--- src/hdl/ivim_pkg.sv ---
package ivim_pkg;

  localparam int EXP_FRAC_BITS_DEF = 16;

  // Rounded log2(e) in Q30.
  localparam logic [30:0] LOG2E_Q30 = 31'd1549082005;

  localparam logic [16:0] FRAC_ONE = 17'd65536;
  localparam logic [16:0] FRAC_099 = 17'd64881;
  localparam logic [9:0]  HALF_THOUSAND = 10'd500;

  // floor(2^38 / 125): reciprocal for the divide by 125 after a shift by 3.
  localparam logic [31:0] DIV_M = 32'((64'd1 << 38) / 64'd125);

  // Latency of the exp lane, the mixing stages and the whole pipeline.
  localparam int EXP_LAT  = 22;
  localparam int MIX_LAT  = 3;
  localparam int PIPE_LAT = 1 + EXP_LAT + MIX_LAT;

  typedef struct packed {
    logic [23:0] d_lo;
    logic [23:0] d_hi;
    logic [16:0] frac;
    logic [30:0] s0;
    logic [15:0] b;
  } cond_t;

  typedef struct packed {
    logic [16:0] frac;
    logic [30:0] s0;
  } side_t;

  typedef logic [15:0][29:0] root_arr_t;

  function automatic logic [63:0] isqrt64(input logic [63:0] v_in);
    logic [63:0] v;
    logic [63:0] res;
    logic [63:0] bt;
    v   = v_in;
    res = 64'd0;
    bt  = 64'd1 << 62;
    while (bt > v) bt = bt >> 2;
    while (bt != 64'd0) begin
      if (v >= res + bt) begin
        v   = v - (res + bt);
        res = (res >> 1) + bt;
      end else begin
        res = res >> 1;
      end
      bt = bt >> 2;
    end
    return res;
  endfunction

  // Entry i approximates 2^(-2^-(i+1)) in Q30.
  function automatic root_arr_t make_roots();
    root_arr_t   tbl;
    logic [63:0] c;
    c = isqrt64(64'd1 << 59);
    for (int i = 0; i < 16; i++) begin
      tbl[i] = c[29:0];
      c = isqrt64(c << 30);
    end
    return tbl;
  endfunction

  localparam root_arr_t ROOTS = make_roots();

endpackage

--- src/hdl/ivim_mix.sv ---
module ivim_mix import ivim_pkg::*; #(
  parameter int EXP_FRAC_BITS = EXP_FRAC_BITS_DEF
) (
  input  logic                   clk,
  input  logic                   en,
  input  logic [EXP_FRAC_BITS:0] e_p,
  input  logic [EXP_FRAC_BITS:0] e_d,
  input  side_t                  side,
  output logic [30:0]            sig
);

  localparam int PW = 18 + EXP_FRAC_BITS;

  logic [PW-1:0] pp_r, pd_r;
  logic [30:0]   s0a_r, s0b_r;
  logic [16:0]   m_r;
  logic [30:0]   sig_r;
  logic [PW:0]   msum;
  logic [47:0]   sprod;

  always_comb begin
    msum  = (PW+1)'(pp_r) + (PW+1)'(pd_r) + ((PW+1)'(1) << (EXP_FRAC_BITS - 1));
    sprod = 48'(s0b_r) * 48'(m_r) + (48'd1 << 15);
  end

  always_ff @(posedge clk) begin
    if (en) begin
      pp_r  <= PW'(side.frac) * PW'(e_p);
      pd_r  <= PW'(FRAC_ONE - side.frac) * PW'(e_d);
      s0a_r <= side.s0;
      m_r   <= msum[EXP_FRAC_BITS+16:EXP_FRAC_BITS];
      s0b_r <= s0a_r;
      sig_r <= sprod[46:16];
    end
  end

  assign sig = sig_r;

endmodule

--- config.mk ---
export PLATFORM = sky130hd
export DESIGN_NAME = ivim_mix
export DESIGN_NICKNAME = d
export VERILOG_FILES = /design/src/hdl/ivim_pkg.sv /design/src/hdl/ivim_mix.sv
export SDC_FILE = /design/constraint.sdc
export NUM_CORES = 2
export LEC_CHECK = 0
export ABC_AREA = 1
export BUFFER_PORTS_ARGS = -buffer_cell sky130_fd_sc_hd__buf_4
export CORE_MARGIN = 2
export CORE_UTILIZATION = 65
export CTS_CLUSTER_DIAMETER = 40
export CTS_CLUSTER_SIZE = 30
export DETAILED_ROUTE_END_ITERATION = 16
export HOLD_SLACK_MARGIN = 0.06
export PLACE_DENSITY = 0.88
export SKIP_LAST_GASP = 1
export SLEW_MARGIN = 25
export SYNTH_ARGS = -nofsm -noshare
export SYNTH_HDL_FRONTEND = slang
export SYNTH_SLANG_ARGS = --single-unit
--- constraint.sdc ---
create_clock -name clk -period 11.7 [get_ports clk]
set_input_delay 2.34 -clock clk [delete_from_list [all_inputs] [get_ports clk]]
set_output_delay 2.34 -clock clk [all_outputs]
set_load 0.005 [all_outputs]
==> results.sh <==
export IMPL_wl_per_cell_um=18.0
export IMPL_port_buffer_count=114
export IMPL_nFillCells=5531
export IMPL_r2r_start="m_r[6]$_DFFE_PP_"
export IMPL_slew_viol_final=0
export IMPL_die_x_um=271
export IMPL_min_period_ns=9.12
export IMPL_syn_num_nets=7136
export IMPL_worst_ep_arrival_time_ns=9.37
export IMPL_final_common_cell="inv_1"
export IMPL_synth_warnings=0
export IMPL_fmax_ghz=0.110
export IMPL_ys_seq_area_share_pct=11.4
export IMPL_cts_tree="yes"
export IMPL_syn_instance_count=5718
export IMPL_synthFlopType="edfxtp_1"
export IMPL_cpPeakStageDelay_ns=0.57
export IMPL_coreArea_sq_mm=0.0711
export IMPL_cts_resized=0
export IMPL_relSlewSlack_pct=40.4
export IMPL_hold_viol_final=0
export IMPL_wl_met2_mm=59.3
export IMPL_worstPathRequired_ns=11.95
export IMPL_start_kind="primary input"
export IMPL_top_layer="met4"
export IMPL_drtIter0Drc=2722
export IMPL_async_flop_share_pct=0
export IMPL_synth_enable_flop_cells=176
export IMPL_die_area_sq_mm=0.0736
export IMPL_critical_path_buf_inv_count=7
export IMPL_chipHeight_um=271
export IMPL_viasPerCell=5.50
export IMPL_min_delay_start="s0a_r[23]$_DFFE_PP_"
export IMPL_rr_endpoint="sig[26]$_DFFE_PP_"
export IMPL_max_clock_path_buffers=2
export IMPL_drc=0
export IMPL_hold_end="s0b_r[23]$_DFFE_PP_"
export IMPL_grt_pass1_vias=40029
export IMPL_post_route_period_util_pct=78.0
export IMPL_numCtsBuffers=17
export IMPL_htreeDepth=4
export IMPL_min_path_cells=0
export IMPL_synth_top_cell_area_share_pct=40.5
export IMPL_rows=98
export IMPL_worst_pin_slew_ns=0.894
export IMPL_avgSynthCellArea_sq_um=8.13
export IMPL_via_count=36404
export IMPL_worstSkewPairLatency_ns=0.49
export IMPL_rsz0062_at_grt="false"
export IMPL_reg2reg_depth=21
export IMPL_critPathTopFamily="adder cells"
export IMPL_cts_root_buf="clkbuf_16"
export IMPL_overflow=0
export IMPL_drive_gt1_share_pct=3.37
export IMPL_syn_area_sq_mm=0.0465
export IMPL_drt_met1_wl_mm=42.4
export IMPL_wirelength_mm=119
export IMPL_hp_class="reg2reg"
export IMPL_synthTopCellsByArea="fa_1, inv_1, edfxtp_1"
export IMPL_max_cap_viol_count=0
export IMPL_grt_antenna_before_repair=0
export IMPL_syn_to_final_growth_pct=4.11
export IMPL_rrSetupSlack_ns=5.22
export IMPL_fin_nets=7069
export IMPL_status="completed"
export IMPL_ioPinCount=115
export IMPL_drtAntennaViolNets=0
export IMPL_yosys_area_top_type="fa_1"
export IMPL_clkTransAtPathRegs_ns=0.08
export IMPL_wl_met3_mm=10.2
export IMPL_finalSetupViolCount=0
export IMPL_drtPass1Iterations=6
export IMPL_diodes=0
export IMPL_holdBufCountCts=0
export IMPL_start_util_pct=65.3
export IMPL_cp_slowest_cell="fa_1"
export IMPL_end_kind="flip-flop"
export IMPL_grt_max_degree=74
export IMPL_layout_common_cells="inv_1, nand2_1, fa_1, ha_1, nor2_1"
export IMPL_postCtsSetupBuffers=0
export IMPL_gp_congestion=0.995
export IMPL_dpl_hpwl_mm=98.5
export IMPL_crit_path_max_fanout=36
export IMPL_ys_seq_elements=176
export IMPL_ys_types=52
export IMPL_fin_skew_ns=0.0208
export IMPL_numClockSinks=176
export IMPL_tns_ns=0
export IMPL_grt_pass1_wl_mm=195
export IMPL_worstSetupPathType="in2reg"
export IMPL_grt_util_all_layers_pct=33.6
==> cell families after synthesis <==
family | after synthesis | share of synthesized area [%]
adder cells (fa/ha/maj) | 1334 | 51.1
AO/OA/AOI/OAI | 330 | 4.03
buffers and inverters | 1954 | 15.9
flip-flops | 176 | 11.4
XOR/XNOR | 123 | 2.33
AND/OR/NAND/NOR | 1801 | 15.2
==> synth_stat cells (22+ instances only) <==
cell type and n:
fa_1 941, o21ai_0 92, xnor2_1 46, ha_1 393, xor2_1 76, nor2_1 345, edfxtp_1 176, nand3_1 75
a21o_1 22, inv_1 1725, nand2_1 1304, a21oi_1 143, clkbuf_1 190, nor3_1 25
==> final cells by class <==
type                            count  area [sq um]  share of cell area [%]
Multi-Input combinational cell   3588         33800                    69.8
Clock inverter                     13           129                   0.266
Inverter                         1734          6510                    13.5
Timing Repair Buffer              134          1060                    2.19
Sequential cell                   176          5290                    10.9
Tap cell                          950          1190                    2.46
Clock buffer                       18           429                   0.887
==> state kept, by name, summed over array words and instances (netlist names) <==
| signal | flops |
|---|---|
| m_r | 17 |
| pd_r | 33 |
| pp_r | 33 |
| s0a_r | 31 |
| s0b_r | 31 |
| sig | 31 |
==> through the flow <==
stage	util (%)	cell area [sq um]	setup slack, ns	hold WS (ns)	cells
after CTS	68.0	48400	2.76	0.418	6613
after global routing	68.0	48400	2.21	0.424	6613
after detailed placement	67.2	47800	2.25	0.405	6582
final	68.0	48400	2.58	0.419	6613
after floorplan	-	46500	2.91	0.400	5718
after global placement	67.1	47800	2.37	0.403	6579
==> metal layers <==
layer	vias up	global-route usage (%)
met3	519	5.62
met5	-	0
met2	1880	58.8
met1	17759	39.6
li1	16246	-
met4	0	18.4
==> worst register-to-register path: cells and delay by family (launching register included) <==
family          cells  cell delay, ns
flops               1            0.81
fa+ha+maj           7            3.22
compound gates      6            1.19
buf+inv             6            0.73
xor+xnor            1            0.17
simple gates        1            0.10
==> worst max path at each step <==
| stage | from | end | slack, ns | cells after the start |
|---|---|---|---|---|
| 2_1_floorplan | side[32] | pd_r[20]$_DFFE_PP_ | 2.91 | 31 |
| 3_3_place_gp | side[31] | pd_r[30]$_DFFE_PP_ | 2.37 | 33 |
| 3_5_place_dp | side[31] | pd_r[30]$_DFFE_PP_ | 2.25 | 31 |
| 4_1_cts | side[31] | pd_r[30]$_DFFE_PP_ | 2.76 | 33 |
| 5_1_grt | side[31] | pd_r[29]$_DFFE_PP_ | 2.21 | 30 |
| 6_report | side[31] | pd_r[30]$_DFFE_PP_ | 2.58 | 31 |
Power is not shown: default switching activity piles up to over one toggle a cycle in this logic, so the estimate is an artifact.
