<file path="config.mk">
export PLATFORM = sky130hd
export DESIGN_NAME = ivim_cond
export DESIGN_NICKNAME = d
export VERILOG_FILES = /design/src/hdl/ivim_pkg.sv /design/src/hdl/ivim_cond.sv
export SDC_FILE = /design/constraint.sdc
export NUM_CORES = 1
export LEC_CHECK = 0
export ABC_AREA = 1
export BUFFER_PORTS_ARGS = -buffer_cell sky130_fd_sc_hd__clkbuf_2
export CAP_MARGIN = 40
export CORE_ASPECT_RATIO = 2
export CORE_MARGIN = 4
export CORE_UTILIZATION = 49
export DETAILED_ROUTE_END_ITERATION = 8
export PLACE_DENSITY_LB_ADDON = 0.12
export SLEW_MARGIN = 0
export SYNTH_ARGS = -nofsm -noshare
export SYNTH_HDL_FRONTEND = slang
export SYNTH_SLANG_ARGS = --single-unit
</file>
<file path="constraint.sdc">
create_clock -name clk -period 3.5 [get_ports clk]
set_clock_uncertainty 0.05 [all_clocks]
set_input_delay 0.7 -clock clk [delete_from_list [all_inputs] [get_ports clk]]
set_output_delay 0.7 -clock clk [all_outputs]
set_load 0.005 [all_outputs]
</file>
<file path="src/hdl/ivim_pkg.sv">
package ivim_pkg;

  localparam int EXP_FRAC_BITS_DEF = 16;

  // Rounded log2(e) in Q30.
  localparam logic [30:0] LOG2E_Q30 = 31'd1549082005;

  localparam logic [16:0] FRAC_ONE = 17'd65536;
  localparam logic [16:0] FRAC_099 = 17'd64881;
  localparam logic [9:0]  HALF_THOUSAND = 10'd500;

  // floor(2^38 / 125): reciprocal for the divide by 125 after a shift by 3.
  localparam logic [31:0] DIV_M = 32'((64'd1 << 38) / 64'd125);

  // Latency of the exp lane, the mixing stages and the whole pipeline.
  localparam int EXP_LAT  = 22;
  localparam int MIX_LAT  = 3;
  localparam int PIPE_LAT = 1 + EXP_LAT + MIX_LAT;

  typedef struct packed {
    logic [23:0] d_lo;
    logic [23:0] d_hi;
    logic [16:0] frac;
    logic [30:0] s0;
    logic [15:0] b;
  } cond_t;

  typedef struct packed {
    logic [16:0] frac;
    logic [30:0] s0;
  } side_t;

  typedef logic [15:0][29:0] root_arr_t;

  function automatic logic [63:0] isqrt64(input logic [63:0] v_in);
    logic [63:0] v;
    logic [63:0] res;
    logic [63:0] bt;
    v   = v_in;
    res = 64'd0;
    bt  = 64'd1 << 62;
    while (bt > v) bt = bt >> 2;
    while (bt != 64'd0) begin
      if (v >= res + bt) begin
        v   = v - (res + bt);
        res = (res >> 1) + bt;
      end else begin
        res = res >> 1;
      end
      bt = bt >> 2;
    end
    return res;
  endfunction

  // Entry i approximates 2^(-2^-(i+1)) in Q30.
  function automatic root_arr_t make_roots();
    root_arr_t   tbl;
    logic [63:0] c;
    c = isqrt64(64'd1 << 59);
    for (int i = 0; i < 16; i++) begin
      tbl[i] = c[29:0];
      c = isqrt64(c << 30);
    end
    return tbl;
  endfunction

  localparam root_arr_t ROOTS = make_roots();

endpackage

</file>
<file path="src/hdl/ivim_cond.sv">
module ivim_cond import ivim_pkg::*; (
  input  logic               clk,
  input  logic               en,
  input  logic signed [24:0] adc,
  input  logic signed [24:0] pseudo_adc,
  input  logic signed [18:0] perf_fraction,
  input  logic signed [31:0] base_signal,
  input  logic        [15:0] b_value,
  output cond_t              cond
);

  cond_t       cond_r;
  cond_t       cond_nxt;
  logic [23:0] dadc;
  logic [23:0] dpadc;

  always_comb begin
    dadc  = (adc[24] || adc == 25'sd0) ? 24'd1 : adc[23:0];
    dpadc = (pseudo_adc[24] || pseudo_adc == 25'sd0) ? 24'd1 : pseudo_adc[23:0];
    // The smaller coefficient always drives the diffusion term.
    if (dpadc < dadc) begin
      cond_nxt.d_lo = dpadc;
      cond_nxt.d_hi = dadc;
    end else begin
      cond_nxt.d_lo = dadc;
      cond_nxt.d_hi = dpadc;
    end
    if (perf_fraction[18] || perf_fraction == 19'sd0) begin
      cond_nxt.frac = 17'd1;
    end else if (perf_fraction[17:0] > 18'(FRAC_ONE)) begin
      cond_nxt.frac = FRAC_099;
    end else begin
      cond_nxt.frac = perf_fraction[16:0];
    end
    cond_nxt.s0 = (base_signal[31] || base_signal == 32'sd0) ? 31'd1 : base_signal[30:0];
    cond_nxt.b  = b_value;
  end

  always_ff @(posedge clk) begin
    if (en) cond_r <= cond_nxt;
  end

  assign cond = cond_r;

endmodule

</file>
==> impl_metrics.yaml, run 1 <==
clocking:
  cts-root-buf: "clkbuf_16"
  numCtsBuffers: 9
  cts.sinks: 112
  post_cts_buffers: 0
  cts_tree: "built"
  cts_resized: 0
  clkTransAtPathRegs_ns: 0.08
  htree_num_levels: 3
  clockBufferDepth: 2
  hold_buffers: 0
cells_and_area:
  postLayoutCellArea_um2: 7570
  syn_to_final_growth_pct: 33.5
  diodes: 0
  final_common_cell: "clkbuf_2"
  final_net_count: 1019
  largest_reg_flops: 112
  layout-drive-gt1-share_pct: 33.4
  final_cell_mix: "clkbuf_2 (229), nand2_1 (139), inv_1 (113)"
  layout.cells.non_filler: 1024
global_route:
  grt_overflow_total: 0
  grt_max_degree: 69
  antenna_found_initial: 0
  grt_pass1_wl_mm: 23.9
  grt_pass1_vias: 5116
  grt_usage_pct: 22.2
yosys:
  synth-seq-cells: 112
  postSynthAreaPerCell_um2: 9.25
  synth_area_um2: 5670
  synth_nets: 755
  synthCells: 613
  yosysUniqueCellTypes: 22
  ys_seq_area_share_pct: 59.3
  yosys_warnings: 0
timing:
  setup_tns_ns: 0
  period_share_pct: 92.8
  min_period_ns: 3.25
  drv_slew: 0
  hold_ws_ns: 0.476
  setup_violations: 0
  hold_viol: 0
  worstMarginPinSlew_ns: 0.570
  slew_headroom_pct: 62.0
  fmax_mhz: 308
  rsz0062_at_grt: "no"
worst_setup_path:
  critPathArrivalTime_ns: 3.30
  crit_fanout: 18
  critPathRequiredTime_ns: 3.55
  endpoint_kind: "flip-flop"
  path_class: "input pin to flip-flop"
  cp-start-kind: "input pin"
pwr:
  power_switching_w: 0.000870
  leakage_nw: 3.96
  seq_power_share_pct: 50.8
  irDropWorstVdd_uv: 312
  power.internal_w: 0.00239
  power.density_nw_per_um2: 431
  clkPwrFrac_pct: 30.6
  power_w: 0.00326
  p_comb_share_pct: 18.5
  p_sw_share_pct: 26.7
die:
  die-width_um: 84.1
  die_h_um: 160
  initial_core_util_pct: 49.9
  placementRows: 55
  core_area_um2: 11400
  io_pins: 231
  die_area_um2: 13500
placement:
  placedCellCount: 1008
  dpl.hpwl_mm: 12.2
  dpl_cell_area_um2: 7270
  gp_congestion: 0.970
  io_buffers: 230
detailed_routing:
  drc: 0
  vias_per_cell: 4.95
  first_pass_iters: 4
  wire_per_inst_um: 14.5
  vias: 5069
  ant_nets: 0
  first_iter_violations: 188
  wirelength_mm: 14.9
run:
  drv.max_cap_violation_count: 0
worst_hold_path:
  hp-class: "input pin to flip-flop"
  hold_path_depth: 1
  min_from: "b_value[11]"
  holdPathEnd: "cond[11]"
outcome:
  status: "completed"
[routing by layer]
layer	track usage (%)	share of wire, %	wire length (um)	up-vias
met5	0	0	0	-
met4	10.3	3.9	581	0
met3	4.23	6.3	934	40
met2	42.6	57	8500	198
met1	22.3	33	4840	2318
li1	-	-	-	2513
[logic make-up (layout without fill, tap and decap cells)]
group / count (synthesis) / after routing / share of synthesized area [%]
simple gates: 316 / 316 / 23.1
buf+inv: 136 / 405 / 9.76
flops: 112 / 112 / 59.3
fa+ha+maj: 23 / 23 / 5.08
compound gates: 26 / 26 / 2.69
[worst max-delay path, cell delays in order]
cell and delay, ns:
clkbuf_2 0.09, nor2_1 0.04, nand2_1 0.08, nor2_1 0.08, nand3_1 0.10, nand2_1 0.07
buf_4 0.18, nor2_1 0.24, inv_1 0.08, ha_1 0.29, nand2_1 0.07, nor3_1 0.20
buf_4 0.16, nor4b_1 0.33, nand2_2 0.17, buf_4 0.23, nand3_1 0.09, nand2_1 0.06
[per-stage QoR]
step           worst slack, ns  utilization, %
3_3_place_gp            -0.136            64.0
2_1_floorplan            0.217               -
3_5_place_dp            -0.140            64.0
5_1_grt                 0.0280            66.6
6_report                 0.251            66.6
4_1_cts                  0.219            66.6
[synthesized netlist by cell type]
master    number  share of area, %
a21oi_1       18               1.6
clkbuf_1       7              0.46
a31o_2         1              0.15
nor4b_1        1              0.15
nor2_1        99               6.6
nor3_1         1             0.088
nand2_2        3              0.33
buf_2         10              0.88
nand4_1        8              0.88
buf_6          4              0.79
edfxtp_1     112                59
ha_1          23               5.1
clkinv_1       1             0.066
inv_1        113               7.5
a211oi_1       3              0.40
nand2_1      139               9.2
buf_1          1             0.066
o21ai_0        1             0.088
o221ai_1       2              0.31
nand3_1       57               5.0
a21oi_2        1              0.15
nor4_1         8              0.88
[final cells by class]
type / count / area [um2]
clock buffer: 10 / 229
clock inverter: 6 / 62.6
fill: 972 / 3790
inverter: 114 / 428
multi-input combinational: 365 / 1760
sequential: 112 / 3360
tap: 142 / 178
timing repair buffer: 275 / 1540
[how the worst max path moves through the flow]
stage / slack (ns) / cells past startpoint / from / endpoint
after floorplan: 0.22 / 16 / pseudo_adc[18] / cond[105]
after global placement: -0.14 / 19 / pseudo_adc[0] / cond[75]
after detailed placement: -0.14 / 18 / pseudo_adc[3] / cond[109]
final: 0.25 / 18 / adc[21] / cond[95]
after global routing: 0.03 / 19 / pseudo_adc[6] / cond[95]
after CTS: 0.22 / 18 / pseudo_adc[3] / cond[109]
[power groups by stage]
| stage | logic (W) | registers [W] | clock network [W] |
|---|---|---|---|
| after floorplan | 0.000249 | 0.00170 | 0 |
| after global placement | 0.000591 | 0.00169 | 0 |
| after detailed placement | 0.000608 | 0.00169 | 0 |
| after CTS | 0.000610 | 0.00166 | 0.00102 |
| after global routing | 0.000674 | 0.00167 | 0.00107 |
| final | 0.000603 | 0.00166 | 0.000998 |
Power figures use the tool's default switching activity.
==> run 2: changes to the inputs <==
--- a/config.mk
+++ b/config.mk
@@ -6,7 +6,7 @@
 export NUM_CORES = 1
 export LEC_CHECK = 0
 export ABC_AREA = 1
-export BUFFER_PORTS_ARGS = -buffer_cell sky130_fd_sc_hd__clkbuf_2
+export BUFFER_PORTS_ARGS = -buffer_cell sky130_fd_sc_hd__buf_2
 export CAP_MARGIN = 40
 export CORE_ASPECT_RATIO = 2
 export CORE_MARGIN = 4
==> constraint.sdc (replaced) <==
create_clock -name clk -period 3.5 [get_ports clk]
set_clock_uncertainty 0.05 [all_clocks]
set_input_delay 0.175 -clock clk [delete_from_list [all_inputs] [get_ports clk]]
set_output_delay 0.175 -clock clk [all_outputs]
set_load 0.005 [all_outputs]
==> run 2 against run 1 <==
Hold slack worse by 0.42 ns. Sequential share of layout area is 0.54 points higher. Power increased by 3.4%. Largest power group unchanged.
==> impl_metrics.yaml, run 2 (synthesized netlist as in run 1, its figures left out) <==
outcome:
  status: "completed"
worst_hold_path:
  hold_path_depth: 3
  hp-class: "input pin to flip-flop"
  min_from: "perf_fraction[16]"
  holdPathEnd: "cond[63]"
global_route:
  grt_pass1_wl_mm: 24.0
  grt_pass1_vias: 4963
  antenna_found_initial: 0
  grt_usage_pct: 22.4
  grt_overflow_total: 0
  grt_max_degree: 49
detailed_routing:
  vias_per_cell: 4.96
  wirelength_mm: 15.0
  drc: 0
  wire_per_inst_um: 15.0
  ant_nets: 0
  first_iter_violations: 230
  first_pass_iters: 6
  vias: 4977
cells_and_area:
  syn_to_final_growth_pct: 31.9
  largest_reg_flops: 112
  fillers: 971
  layout.cells.non_filler: 1004
  final_common_cell: "buf_2"
  layout-drive-gt1-share_pct: 30.2
  diodes: 0
  final_net_count: 999
  fin_util_pct: 65.8
  final_cell_mix: "buf_2 (229), nand2_1 (139), inv_1 (113)"
pwr:
  irDropWorstVdd_uv: 425
  power.internal_w: 0.00251
  seq_power_share_pct: 49.1
  power_switching_w: 0.000858
  clkPwrFrac_pct: 33.6
  power.density_nw_per_um2: 451
  p_sw_share_pct: 25.5
  leakage_nw: 3.81
  p_comb_share_pct: 17.3
clocking:
  post_cts_buffers: 0
  cts_resized: 0
  numCtsBuffers: 9
  cts-root-buf: "clkbuf_16"
  cts.sinks: 112
  hold_buffers: 16
  clkTransAtPathRegs_ns: 0.08
  htree_num_levels: 3
  clockBufferDepth: 2
  cts_tree: "built"
die:
  io_pins: 231
  die-width_um: 84.1
  die_h_um: 160
  core_area_um2: 11400
  placementRows: 55
  die_area_um2: 13500
  initial_core_util_pct: 49.9
worst_setup_path:
  slowest_stage: "nor4b_1"
  cp-start-kind: "input pin"
  path_class: "input pin to flip-flop"
  slowest_delay_ns: 0.40
  worstPathCellList: "buf_2 -> nor2_1 -> nand2_1 -> nor2_1 -> nand3_1 -> nand2_2 -> nor2_1 -> ha_1 -> nand4_1 -> nor3_1 -> nor4b_1 -> nand2_2 -> buf_4 -> nand3_1 -> nand2_1"
  crit_fanout: 48
  critPathArrivalTime_ns: 2.98
  crit_path_frequent_cell: "nor2_1"
  endpoint_kind: "flip-flop"
  critPathRequiredTime_ns: 3.55
placement:
  gp_congestion: 0.941
  dpl.hpwl_mm: 11.8
  placedCellCount: 972
  io_buffers: 230
timing:
  period_share_pct: 83.7
  slew_headroom_pct: 45.0
  hold_viol: 0
  worstMarginPinSlew_ns: 0.824
  setup_violations: 0
  setup_tns_ns: 0
  drv_slew: 0
  min_period_ns: 2.93
  fmax_mhz: 341
  rsz0062_at_grt: "no"
run:
  drv.max_cap_violation_count: 0
## run 2: cell count changes in the layout (fill, tap and decap cells not counted), moves of 2 or more
| cell | delta |
|---|---|
| buf_2 | +229 |
| buf_12 | -2 |
| dlygate4sd3_1 | +16 |
| buf_4 | -34 |
| clkbuf_2 | -229 |
| bufinv_16 | +2 |
| clkinv_4 | -2 |
## run 2: area by class of cell
type	instances	area, um2	area share, %
Multi-Input combinational cell	365	1760	23.5
Tap cell	142	178	2.38
Clock inverter	7	115	1.54
Sequential cell	112	3360	45.0
Inverter	114	428	5.72
Clock buffer	9	225	3.01
Timing Repair Buffer	255	1410	18.8
## run 2: per-stage QoR
step           cell area [um2]  worst slack [ns]  total power [W]  hold slack [ns]
2_1_floorplan             5670             0.742          0.00195            0.224
4_1_cts                   7470             0.587          0.00341           0.0510
6_report                  7470             0.571          0.00337           0.0576
5_1_grt                   7470             0.348          0.00353           0.0820
3_3_place_gp              6970             0.251          0.00224            0.301
3_5_place_dp              6970             0.231          0.00226            0.303
## run 2: how the worst max path moves through the flow
stage	startpoint	to	slack, ns
floorplan	pseudo_adc[18]	cond[105]	0.74
global placement	pseudo_adc[3]	cond[83]	0.25
finish	pseudo_adc[3]	cond[72]	0.57
CTS	pseudo_adc[3]	cond[72]	0.59
detailed placement	pseudo_adc[3]	cond[70]	0.23
global route	adc[23]	cond[71]	0.35
## run 2: power by group through the flow
stage | Clock [W] | Sequential (W) | Combinational (W)
6_report | 0.00113 | 0.00165 | 0.000584
5_1_grt | 0.00121 | 0.00167 | 0.000653
3_5_place_dp | 0 | 0.00168 | 0.000572
2_1_floorplan | 0 | 0.00170 | 0.000249
4_1_cts | 0.00116 | 0.00165 | 0.000590
3_3_place_gp | 0 | 0.00168 | 0.000559
## run 2: critical path, delay by kind of cell
| family | cells | cell delay, ns |
|---|---|---|
| buffers and inverters | 2 | 0.40 |
| adders and majority gates | 1 | 0.34 |
| and+or+nand+nor | 12 | 2.05 |
## run 2: routing by layer
layer	GRT usage, %	part of all wire [%]
met1	23.3	34
met2	42.3	56
met3	4.34	5.9
met4	10.2	3.7
met5	0	0
==> run 3: changes to the inputs <==
--- a/config.mk
+++ b/config.mk
@@ -10,7 +10,7 @@
 export CAP_MARGIN = 40
 export CORE_ASPECT_RATIO = 2
 export CORE_MARGIN = 4
-export CORE_UTILIZATION = 49
+export CORE_UTILIZATION = 44
 export DETAILED_ROUTE_END_ITERATION = 8
 export PLACE_DENSITY_LB_ADDON = 0.12
 export SLEW_MARGIN = 0
==> constraint.sdc (replaced) <==
create_clock -name clk -period 2.5 [get_ports clk]
set_clock_uncertainty 0.05 [all_clocks]
set_input_delay 0.125 -clock clk [delete_from_list [all_inputs] [get_ports clk]]
set_output_delay 0.125 -clock clk [all_outputs]
set_load 0.005 [all_outputs]
==> run 3 against run 2 <==
Combinational power is 110% higher. Sequential share of layout area is 7.7 points lower. Global-route usage is 0.35 points lower. Critical path type unchanged. Die area is 11% higher. Cell count is 12% higher. Via count is 11% higher. Power is 46% higher. Hold slack worse by 0.040 ns. Core utilization is 5.6 points higher. Clock power is 25% higher. Count of clock-buffer cells in the layout is 1 higher. Sequential power is 40% higher. The flow now finishes with violations (negative setup slack).
==> impl_metrics.yaml, run 3 (synthesized netlist as in run 1, its figures left out) <==
cells_and_area:
  layout-drive-gt1-share_pct: 46.4
  final_common_cell: "buf_2"
  syn_to_final_growth_pct: 59.1
  postLayoutCellArea_um2: 9010
  largest_reg_flops: 112
  final_net_count: 1113
  final_cell_mix: "buf_2 (217), nand2_1 (113), inv_1 (112), edfxtp_1 (112), buf_4 (101)"
  diodes: 0
die:
  die_h_um: 169
  core_area_um2: 12600
  placementRows: 58
  initial_core_util_pct: 44.9
  die-width_um: 88.3
  die_area_um2: 14900
  io_pins: 231
pwr:
  power_switching_w: 0.00137
  power.density_nw_per_um2: 547
  p_sw_share_pct: 27.8
  irDropWorstVdd_uv: 366
  leakage_nw: 4.50
  seq_power_share_pct: 47.0
  clkPwrFrac_pct: 28.6
  power.internal_w: 0.00356
  p_comb_share_pct: 24.4
detailed_routing:
  first_pass_iters: 5
  vias_per_cell: 4.91
  vias: 5533
  ant_nets: 0
  wire_per_inst_um: 16.3
  first_iter_violations: 186
  drc: 0
  wirelength_mm: 18.3
clocking:
  cts_tree: "built"
  numCtsBuffers: 9
  clockBufferDepth: 2
  clkTransAtPathRegs_ns: 0.08
  cts-root-buf: "clkbuf_16"
  cts.sinks: 112
  htree_num_levels: 3
placement:
  gp_congestion: 0.988
  io_buffers: 230
  dpl_cell_area_um2: 7740
  dpl.hpwl_mm: 13.1
timing:
  hold_ws_ns: 0.0179
  hold_viol: 0
  fmax_mhz: 393
  rsz0062_at_grt: "yes"
  drv_slew: 0
  slew_headroom_pct: 64.1
  period_share_pct: 102
  layout_setup_ws_ns: -0.0443
  setup_tns_ns: -0.845
  setup_violations: 39
  min_period_ns: 2.54
  worstMarginPinSlew_ns: 0.538
worst_setup_path:
  slowest_stage: "nor4b_4"
  endpoint_kind: "flip-flop"
  critPathArrivalTime_ns: 2.71
  crit_path_frequent_cell: "nand2_4"
  path_delay_family: "simple AND/OR/NAND/NOR gates"
  crit_fanout: 9
  slowest_delay_ns: 0.38
  critPathBufInv: 4
  worstPathCellList: "buf_2 -> nor2_2 -> nand2_2 -> nor2_2 -> nand3_2 -> nand2_4 -> inv_4 -> buf_12 -> nand2_4 -> ha_4 -> nand4_1 -> nor3_2 -> nor4b_4 -> nand2_4 -> nand2_8 -> clkbuf_16 -> nand2_1 -> nand2_1"
  critPathRequiredTime_ns: 2.67
  path_class: "input pin to flip-flop"
  cp-start-kind: "input pin"
worst_hold_path:
  hp-class: "input pin to flip-flop"
global_route:
  grt_max_degree: 44
  antenna_found_initial: 0
  grt_pass1_wl_mm: 25.4
  grt_overflow_total: 0
  grt_usage_pct: 22.1
  grt_pass1_vias: 5387
run:
  drv.max_cap_violation_count: 0
outcome:
  failed_checks: "negative setup slack"
  status: "complete, but fails checks"
-- run 3: changes by cell type in the layout (fill, tap and decap cells not counted), sizes merged --
cell / previous run / this run
buf: 239 / 347
bufinv: 2 / 0
clkbuf: 9 / 14
dlygate4sd3: 16 / 18
inv: 115 / 116
-- run 3: path summary, 6_finish.rpt --
kind                      startpoint  endpoint  slack [ns]  depth (start not counted)
worst max-delay path         adc[15]  cond[84]       -0.04                         18
worst min-delay path  base_signal[0]  cond[16]        0.02                          3
-- run 3: layer usage --
| layer | wire, um | GRT usage [%] | vias to the layer above |
|---|---|---|---|
| met3 | 1280 | 4.14 | 55 |
| met4 | 726 | 8.36 | 0 |
| met2 | 10200 | 42.9 | 243 |
| met5 | 0 | 0 | - |
| li1 | - | - | 2699 |
| met1 | 6080 | 22.1 | 2536 |
-- run 3: per-stage QoR --
| stage | std cells | power [W] | setup WS (ns) | utilization, % |
|---|---|---|---|---|
| 5_1_grt | 1126 | 0.00517 | -0.0883 | 71.4 |
| 3_3_place_gp | 1074 | 0.00327 | -0.519 | 61.3 |
| 3_5_place_dp | 1074 | 0.00329 | -0.572 | 61.3 |
| 4_1_cts | 1110 | 0.00473 | 0.00446 | 65.3 |
| 2_1_floorplan | 613 | 0.00274 | 0.00312 | - |
| 6_report | 1126 | 0.00493 | -0.0443 | 71.4 |
-- run 3: power groups by stage --
stage | logic (W) | clock network, W | registers, W
CTS | 0.000970 | 0.00145 | 0.00232
finish | 0.00120 | 0.00141 | 0.00231
global route | 0.00131 | 0.00153 | 0.00233
detailed placement | 0.000935 | 0 | 0.00236
floorplan | 0.000353 | 0 | 0.00239
global placement | 0.000910 | 0 | 0.00236
-- run 3: timing repair --
item | 4_1_cts | 5_1_grt
pin swaps | 3 | 17
gates resized for setup | 4 | 130
setup endpoints to repair | 48 | 48
buffers inserted | 2 | 10
hold endpoints to repair | 18 | 0
hold buffers | 18 | 0
cloned | 0 | 6
-- run 3: area by class of cell --
type | count | area (um2)
inverter | 114 | 430
clock buffer | 10 | 229
sequential | 112 | 3360
fill | 921 | 3610
multi-input combinational | 365 | 2230
tap | 150 | 188
clock inverter | 6 | 62.6
timing repair buffer | 369 | 2510
